==> src/rtl/core/lss_pkg.sv <==
`timescale 1ns / 1ps
// ----------------------------------------------------------------------------
// lss_pkg
// Shared widths, opcodes, result codes and the control/status bundles
// between the stack controller and datapath.
// ----------------------------------------------------------------------------
package lss_pkg;

  localparam int OP_W  = 2;
  localparam int VAL_W = 32;
  localparam int ST_W  = 3;
  localparam int POS_W = 7;

  localparam logic [OP_W-1:0] OP_PUSH     = 2'd0;
  localparam logic [OP_W-1:0] OP_POP      = 2'd1;
  localparam logic [OP_W-1:0] OP_SEARCH   = 2'd2;
  localparam logic [OP_W-1:0] OP_TRAVERSE = 2'd3;

  localparam logic [ST_W-1:0] ST_PUSHED      = 3'd0;
  localparam logic [ST_W-1:0] ST_FULL        = 3'd1;
  localparam logic [ST_W-1:0] ST_POPPED      = 3'd2;
  localparam logic [ST_W-1:0] ST_EMPTY       = 3'd3;
  localparam logic [ST_W-1:0] ST_FOUND       = 3'd4;
  localparam logic [ST_W-1:0] ST_NOT_FOUND   = 3'd5;
  localparam logic [ST_W-1:0] ST_ELEMENT     = 3'd6;
  localparam logic [ST_W-1:0] ST_STORE_EMPTY = 3'd7;

  // Source of the result word
  localparam logic [1:0] VSEL_ZERO = 2'd0;
  localparam logic [1:0] VSEL_KEY  = 2'd1;
  localparam logic [1:0] VSEL_RAM  = 2'd2;

  typedef struct packed {
    logic            load;    // capture request, arm the walk pointer
    logic            step;    // advance walk one entry toward the bottom
    logic            wr;      // write the key on top, bump count
    logic            dec;     // drop the top entry
    logic            emit;    // register a result
    logic [ST_W-1:0] code;
    logic [1:0]      vsel;
    logic            pos_en;
    logic            last;
  } lss_cmd_t;

  typedef struct packed {
    logic [OP_W-1:0] op;
    logic            empty;
    logic            full;
    logic            match;
    logic            at_last;
  } lss_stat_t;

endpackage

==> src/rtl/core/lss_ram.sv <==
`timescale 1ns / 1ps
// ----------------------------------------------------------------------------
// lss_ram
// Generic single-write, single-read RAM with registered read data.
// ----------------------------------------------------------------------------
module lss_ram #(
  parameter int WIDTH = 32,
  parameter int DEPTH = 64,
  localparam int AW = (DEPTH > 1) ? $clog2(DEPTH) : 1
) (
  input  logic             clk,
  input  logic             we,
  input  logic [AW-1:0]    waddr,
  input  logic [WIDTH-1:0] wdata,
  input  logic [AW-1:0]    raddr,
  output logic [WIDTH-1:0] rdata
);

  logic [WIDTH-1:0] mem [DEPTH];

  always_ff @(posedge clk) begin
    if (we) begin
      mem[waddr] <= wdata;
    end
    rdata <= mem[raddr];
  end

endmodule

==> src/rtl/core/lss_datapath.sv <==
`timescale 1ns / 1ps
// ----------------------------------------------------------------------------
// lss_datapath
// Entry store, count, walk pointer and position, key compare and the
// registered result port.
// ----------------------------------------------------------------------------
module lss_datapath import lss_pkg::*; #(
  parameter int DEPTH = 64
) (
  input  logic                    clk,
  input  logic                    rst,
  input  logic [OP_W-1:0]         opcode,
  input  logic signed [VAL_W-1:0] operand_value,
  input  lss_cmd_t                cmd,
  output lss_stat_t               stat,
  output logic                    done,
  output logic [ST_W-1:0]         status,
  output logic signed [VAL_W-1:0] result_value,
  output logic [POS_W-1:0]        position,
  output logic                    last
);

  localparam int AW = (DEPTH > 1) ? $clog2(DEPTH) : 1;
  localparam int CW = $clog2(DEPTH + 1);

  logic [CW-1:0]    count;
  logic [CW-1:0]    count_dec;
  logic [AW-1:0]    ptr;
  logic [AW-1:0]    ptr_dec;
  logic [AW-1:0]    raddr;
  logic [CW-1:0]    pos;
  logic [VAL_W-1:0] key;
  logic [OP_W-1:0]  op;
  logic [VAL_W-1:0] rdata;

  assign count_dec = count - 1'b1;
  assign ptr_dec   = ptr - 1'b1;
  // Look one entry ahead while stepping so the walk reads every cycle
  assign raddr     = cmd.step ? ptr_dec : ptr;

  lss_ram #(
    .WIDTH (VAL_W),
    .DEPTH (DEPTH)
  ) u_ram (
    .clk   (clk),
    .we    (cmd.wr),
    .waddr (count[AW-1:0]),
    .wdata (key),
    .raddr (raddr),
    .rdata (rdata)
  );

  always_ff @(posedge clk) begin
    if (rst) begin
      count <= '0;
    end else if (cmd.wr) begin
      count <= count + 1'b1;
    end else if (cmd.dec) begin
      count <= count_dec;
    end
  end

  always_ff @(posedge clk) begin
    if (cmd.load) begin
      key <= operand_value;
      op  <= opcode;
      ptr <= count_dec[AW-1:0];
      pos <= CW'(1);
    end else if (cmd.step) begin
      ptr <= ptr_dec;
      pos <= pos + 1'b1;
    end
  end

  assign stat.op      = op;
  assign stat.empty   = (count == '0);
  assign stat.full    = (count == CW'(DEPTH));
  assign stat.match   = (rdata == key);
  assign stat.at_last = (pos == count);

  always_ff @(posedge clk) begin
    if (rst) begin
      done <= 1'b0;
    end else begin
      done <= cmd.emit;
    end
  end

  always_ff @(posedge clk) begin
    if (cmd.emit) begin
      status   <= cmd.code;
      last     <= cmd.last;
      position <= cmd.pos_en ? POS_W'(pos) : '0;
      unique case (cmd.vsel)
        VSEL_KEY: result_value <= key;
        VSEL_RAM: result_value <= rdata;
        default:  result_value <= '0;
      endcase
    end
  end

  a_count_bound: assert property (@(posedge clk) disable iff (rst)
    count <= CW'(DEPTH))
    else $error("entry count beyond depth");

  a_dec_nonempty: assert property (@(posedge clk) disable iff (rst)
    cmd.dec |-> count != '0)
    else $error("pop issued on empty store");

  a_wr_not_full: assert property (@(posedge clk) disable iff (rst)
    cmd.wr |-> count != CW'(DEPTH))
    else $error("push written into full store");

  a_walk_contig: assert property (@(posedge clk) disable iff (rst)
    done && !last |=> done)
    else $error("gap inside a multi-result request");

endmodule

==> src/rtl/core/lss_ctrl.sv <==
`timescale 1ns / 1ps
// ----------------------------------------------------------------------------
// lss_ctrl
// Request sequencer: dispatch on the opcode, run the search and
// traverse walks, and pick each result's code and sources.
// ----------------------------------------------------------------------------
module lss_ctrl import lss_pkg::*; (
  input  logic      clk,
  input  logic      rst,
  input  logic      start,
  input  lss_stat_t stat,
  output lss_cmd_t  cmd,
  output logic      busy
);

  localparam logic [2:0] S_IDLE = 3'd0;
  localparam logic [2:0] S_DISP = 3'd1;
  localparam logic [2:0] S_POP  = 3'd2;
  localparam logic [2:0] S_SCAN = 3'd3;
  localparam logic [2:0] S_WALK = 3'd4;

  logic [2:0] state;
  logic [2:0] state_next;

  always_ff @(posedge clk) begin
    if (rst) begin
      state <= S_IDLE;
    end else begin
      state <= state_next;
    end
  end

  assign busy = (state != S_IDLE);

  always_comb begin
    cmd        = '0;
    cmd.last   = 1'b1;
    cmd.vsel   = VSEL_ZERO;
    cmd.code   = ST_PUSHED;
    state_next = state;
    unique case (state)
      S_IDLE: begin
        cmd.load = start;
        if (start) begin
          state_next = S_DISP;
        end
      end
      S_DISP: begin
        state_next = S_IDLE;
        unique case (stat.op)
          OP_PUSH: begin
            cmd.emit = 1'b1;
            if (stat.full) begin
              cmd.code = ST_FULL;
            end else begin
              cmd.wr   = 1'b1;
              cmd.code = ST_PUSHED;
            end
          end
          OP_POP: begin
            if (stat.empty) begin
              cmd.emit = 1'b1;
              cmd.code = ST_EMPTY;
            end else begin
              // top entry read is already in flight
              cmd.dec    = 1'b1;
              state_next = S_POP;
            end
          end
          OP_SEARCH: begin
            if (stat.empty) begin
              cmd.emit = 1'b1;
              cmd.code = ST_NOT_FOUND;
              cmd.vsel = VSEL_KEY;
            end else begin
              state_next = S_SCAN;
            end
          end
          default: begin
            if (stat.empty) begin
              cmd.emit = 1'b1;
              cmd.code = ST_STORE_EMPTY;
            end else begin
              state_next = S_WALK;
            end
          end
        endcase
      end
      S_POP: begin
        cmd.emit   = 1'b1;
        cmd.code   = ST_POPPED;
        cmd.vsel   = VSEL_RAM;
        state_next = S_IDLE;
      end
      S_SCAN: begin
        cmd.vsel = VSEL_KEY;
        priority if (stat.match) begin
          cmd.emit   = 1'b1;
          cmd.code   = ST_FOUND;
          cmd.pos_en = 1'b1;
          state_next = S_IDLE;
        end else if (stat.at_last) begin
          cmd.emit   = 1'b1;
          cmd.code   = ST_NOT_FOUND;
          state_next = S_IDLE;
        end else begin
          cmd.step = 1'b1;
        end
      end
      S_WALK: begin
        cmd.emit   = 1'b1;
        cmd.code   = ST_ELEMENT;
        cmd.vsel   = VSEL_RAM;
        cmd.pos_en = 1'b1;
        cmd.last   = stat.at_last;
        if (stat.at_last) begin
          state_next = S_IDLE;
        end else begin
          cmd.step = 1'b1;
        end
      end
      default: begin
        state_next = S_IDLE;
      end
    endcase
  end

endmodule

==> src/rtl/core/lifo_stack_with_search.sv <==
`timescale 1ns / 1ps
// ----------------------------------------------------------------------------
// lifo_stack_with_search
// Bounded LIFO of 32-bit words with linear search and top-to-bottom walk.
// A request is captured in idle and decoded in dispatch. Push, full and
// empty-store results come from dispatch, pop from a read state, search
// from a scan to a hit or the bottom; traverse strobes one entry per cycle.
// A new request is taken in the cycle its last result is on the ports.
// Synchronous reset empties the store; the receiver cannot stall results.
// ----------------------------------------------------------------------------
module lifo_stack_with_search import lss_pkg::*; #(
  parameter int DEPTH = 64
) (
  input  logic                    clk,
  input  logic                    rst,
  input  logic                    start,
  output logic                    busy,
  input  logic [OP_W-1:0]         opcode,
  input  logic signed [VAL_W-1:0] operand_value,
  output logic                    done,
  output logic [ST_W-1:0]         status,
  output logic signed [VAL_W-1:0] result_value,
  output logic [POS_W-1:0]        position,
  output logic                    last
);

  lss_cmd_t  cmd;
  lss_stat_t stat;

  lss_ctrl u_ctrl (
    .clk   (clk),
    .rst   (rst),
    .start (start),
    .stat  (stat),
    .cmd   (cmd),
    .busy  (busy)
  );

  lss_datapath #(
    .DEPTH (DEPTH)
  ) u_dp (
    .clk           (clk),
    .rst           (rst),
    .opcode        (opcode),
    .operand_value (operand_value),
    .cmd           (cmd),
    .stat          (stat),
    .done          (done),
    .status        (status),
    .result_value  (result_value),
    .position      (position),
    .last          (last)
  );

endmodule

==> config.mk <==
export PLATFORM = sky130hd
export DESIGN_NAME = lifo_stack_with_search
export DESIGN_NICKNAME = d
export VERILOG_FILES = /design/src/rtl/core/lss_pkg.sv /design/src/rtl/core/lss_ram.sv /design/src/rtl/core/lss_datapath.sv /design/src/rtl/core/lss_ctrl.sv /design/src/rtl/core/lifo_stack_with_search.sv
export SDC_FILE = /design/constraint.sdc
export NUM_CORES = 2
export LEC_CHECK = 0
export BUFFER_PORTS_ARGS = -buffer_cell sky130_fd_sc_hd__buf_2
export CAP_MARGIN = 10
export CORE_ASPECT_RATIO = 1.2
export CORE_MARGIN = 2
export CORE_UTILIZATION = 55
export DETAILED_ROUTE_END_ITERATION = 7
export PLACE_DENSITY = 0.78
export SLEW_MARGIN = 20
export SYNTH_ARGS = -nofsm -noshare
export SYNTH_HDL_FRONTEND = slang
export SYNTH_HIERARCHICAL = 1
export SYNTH_SLANG_ARGS = --single-unit
==> constraint.sdc <==
create_clock -name clk -period 10.5 [get_ports clk]
set_input_delay 1.575 -clock clk [delete_from_list [all_inputs] [get_ports clk]]
set_output_delay 1.575 -clock clk [all_outputs]
set_load 0.05 [all_outputs]
==> results.toml <==
[power]
comb_power_share_pct = 9.7
power.density_nw_per_um2 = 199
total_power_w = 0.0185
seqPwrFrac_pct = 52.9
p_leak_nw = 29.9
switching_power_w = 0.00432
p_sw_share_pct = 23.3
p_int_w = 0.0142
pwr-share-clk_pct = 37.4
vdd_ir_drop_max_v = 0.000194

[grt]
grt_pass1_vias = 42400
grt_max_degree = 138
track_usage_pct = 29.3
grt.met3_usage_pct = 8.15
busiest_layer = "met2"
grt_pass1_wl_mm = 316
grt.met2_usage_pct = 46.8
met1_usage_pct = 36.0
grt-ovfl-total = 0
antenna_found_initial = 11

[logic_synthesis]
synth_edf_count = 2125
yosysTopAreaCell = "edfxtp_1"
synth_nets = 3762
yosysSeqAreaShare_pct = 78.0
synth_cell_types = 59
synth_common_cells = "edfxtp_1, mux4_2, nor2_1"
synthArstFlopShare_pct = 0
ys_ff_latch = 2181
yosysMostFrequentCell = "edfxtp_1"
syn-cell-area_um2 = 83200
ys.warnings.count = 6
yosys_most_used_dff = "edfxtp_1"
synth_area_per_cell_um2 = 22.4
netlist_instances = 3718
synth.top_cell.area_share_pct = 76.7
synthTopCellsByArea = "edfxtp_1, mux4_2, dfxtp_1"

[clock_tree]
ctsResizeCount = 0
postCtsSetupRepairBufs = 0
clock_path_buffers = 3
root_buffer = "clkbuf_16"
cts.clk_slew.worst_paths_ps = 70
htreeDepth = 4
postCtsHoldBufs = 0
cts.sinks = 2181
cts_buffers = 187
cts_tree = "built"
clkLatencyLatePin_ps = 840

[hold_path]
min_path_type = "reg2reg"
holdPathStages = 2
hp-start = "u_dp/pos[6]"
hold_end = "u_dp/pos[6]"

[status]
status = "completed"

[timing]
finalSetupViolCount = 0
fin_crit_sh_pct = 68.4
hold_viol = 0
min_period_ps = 7190
relSlewSlack_pct = 20.4
rsz0062_at_grt = "false"
setup-tns-final_ps = 0
fmaxAchievable_mhz = 139
worstMarginPinSlew_ps = 1190
setup_ws_ps = 3310
finClkSkew_ps = 40.3
slew_viol_final = 0

[finish]
finalInstanceArea_um2 = 92900
fin_nets = 3966
drive_gt1_share_pct = 27.6
finish.utilization_pct = 61.8
area_growth_pct = 11.7

[routing]
drt_wl_total_mm = 224
drt_iter0_drc = 6281
via_per_inst = 6.95
vias = 42100
firstDrtPassIters = 7
drc_errors = 0
ant_nets = 0
wl_per_cell_um = 37.0

[placement]
placed_area_um2 = 86800
port_buffers = 81
dp_slack_ps = 3690
hpwlAfterDp_mm = 114
gp_congestion = 0.870

[setup_path]
crit_top_cell = "buf_4"
cp_num_cells = 15
cp.buffers_inverters = 4
cp.arrival_ps = 7860
critical_path.max_fanout = 66
crit_chain = "buf_4 -> xor2_1 -> nor4_1 -> nand4_1 -> nor2_1 -> or4_4 -> o21ai_1 -> buf_4 -> xor2_4 -> buf_12 -> buf_4 -> mux4_2 -> mux4_2 -> o22ai_1 -> nor2_1"
critical_path_required_ps = 11180
cp-start-kind = "flip-flop"
r2r_start = "u_dp/key[9]"
criticalPathCategory = "reg2reg"
cp-end-kind = "flip-flop"
r2r_slack_ps = 3310
cpPeakStageDelay_ps = 760
ff2ff_path_depth = 15
cp_slowest_cell = "buf_4"
rr_endpoint = "u_dp/u_ram/rdata[13]"
crit_family = "buffers and inverters"

[floorplan]
io_pins = 82
initial_core_util_pct = 55.3
rows = 156
core_um2 = 150000
die-area_um2 = 154000
die_height_um = 430
fp.dieW_um = 359

[flow_run]
maxCapViolCount = 0
tightest hold or removal path, stage by stage (launching register included):
cell and delay [ps]:
dfxtp_1 350, o21ai_0 90, a21oi_1 70
cells in the final DEF (no fill, tap or decap), types with 8 or more instances in the layout:
cell / netlist / final
a21oi_1: 72 / 71
a22oi_1: 44 / 44
a311oi_1: 8 / 8
and2_1: 9 / 9
buf_12: 0 / 9
buf_2: 58 / 81
buf_4: 28 / 130
bufinv_16: 0 / 19
clkbuf_1: 90 / 32
clkbuf_16: 0 / 193
clkinv_1: 0 / 41
clkinv_2: 0 / 39
clkinvlp_4: 0 / 9
dfxtp_1: 56 / 56
edfxtp_1: 2125 / 2125
inv_1: 12 / 12
mux2i_1: 94 / 94
mux4_2: 544 / 544
nand2_1: 37 / 36
nand2b_1: 9 / 9
nand3_1: 9 / 9
nand4_1: 8 / 8
nor2_1: 195 / 132
nor2_4: 0 / 63
nor2b_1: 21 / 21
nor3_1: 12 / 10
nor4_1: 10 / 10
o221ai_1: 27 / 27
o22ai_1: 86 / 85
xnor2_1: 16 / 14
xor2_1: 43 / 40
flip-flops by register name, indices dropped and copies added, names as in the netlist:
register	count
u_dp/ptr	6
u_dp/result_value	32
u_dp/done	1
u_dp/status	3
u_dp/count	7
u_dp/key	32
u_dp/position	7
u_dp/u_ram/rdata	32
u_dp/pos	7
u_ctrl/state	3
u_dp/last	1
u_dp/op	2
u_dp/u_ram/mem	2048
per-stage QoR:
| step | hold slack [ps] | cells |
|---|---|---|
| after floorplan | 479 | 3718 |
| after CTS | 554 | 6056 |
| final | 555 | 6060 |
| after detailed placement | 540 | 5708 |
| after global routing | 602 | 6059 |
| after global placement | 523 | 5708 |
power by group through the flow:
| stage | Combinational (W) | Sequential, W | Clock, W |
|---|---|---|---|
| 3_3_place_gp | 0.00171 | 0.00999 | 0 |
| 2_1_floorplan | 0.00101 | 0.0101 | 0 |
| 6_report | 0.00180 | 0.00981 | 0.00693 |
| 5_1_grt | 0.00185 | 0.00981 | 0.00725 |
| 3_5_place_dp | 0.00173 | 0.00999 | 0 |
| 4_1_cts | 0.00176 | 0.00980 | 0.00697 |
worst max path at each step:
| stage | startpoint | slack (ps) | end |
|---|---|---|---|
| floorplan | u_dp/count[0] | 5740 | u_dp/u_ram/mem[48][0] |
| global placement | u_dp/key[9] | 3540 | u_dp/u_ram/rdata[11] |
| detailed placement | u_dp/key[9] | 3690 | u_dp/u_ram/rdata[11] |
| CTS | u_dp/key[9] | 3540 | u_dp/u_ram/rdata[11] |
| global route | u_dp/key[9] | 3220 | u_dp/u_ram/rdata[11] |
| finish | u_dp/key[9] | 3310 | u_dp/u_ram/rdata[13] |
layer usage:
| metal | vias up | routed length (µm) |
|---|---|---|
| met5 | - | 54 |
| met4 | 8 | 16000 |
| met3 | 748 | 28200 |
| met2 | 3484 | 108000 |
| met1 | 21800 | 72500 |
| li1 | 16100 | - |
kinds of logic (layout without fill, tap and decap cells):
group / after synthesis / in the layout / synth area share [%]
adders and majority gates: 7 / 7 / 0.105
and+or+nand+nor: 345 / 345 / 1.94
other: 0 / 4 / 0
AOI/OAI and AO/OA: 267 / 267 / 2.13
xor gates and xnor gates: 59 / 59 / 0.621
DFF: 2181 / 2181 / 78.0
muxes: 641 / 641 / 15.9
buffers and inverters: 218 / 581 / 1.26
final cells by class:
class	count	area, µm²
Inverter	13	48.8
Fill cell	9578	57600
Antenna cell	4	10.0
Sequential cell	2181	64900
Clock inverter	118	1090
Tap cell	1975	2470
Timing Repair Buffer	220	1560
Clock buffer	230	5020
Multi-Input combinational cell	1319	17800
(Power assumes the default switching activity.)
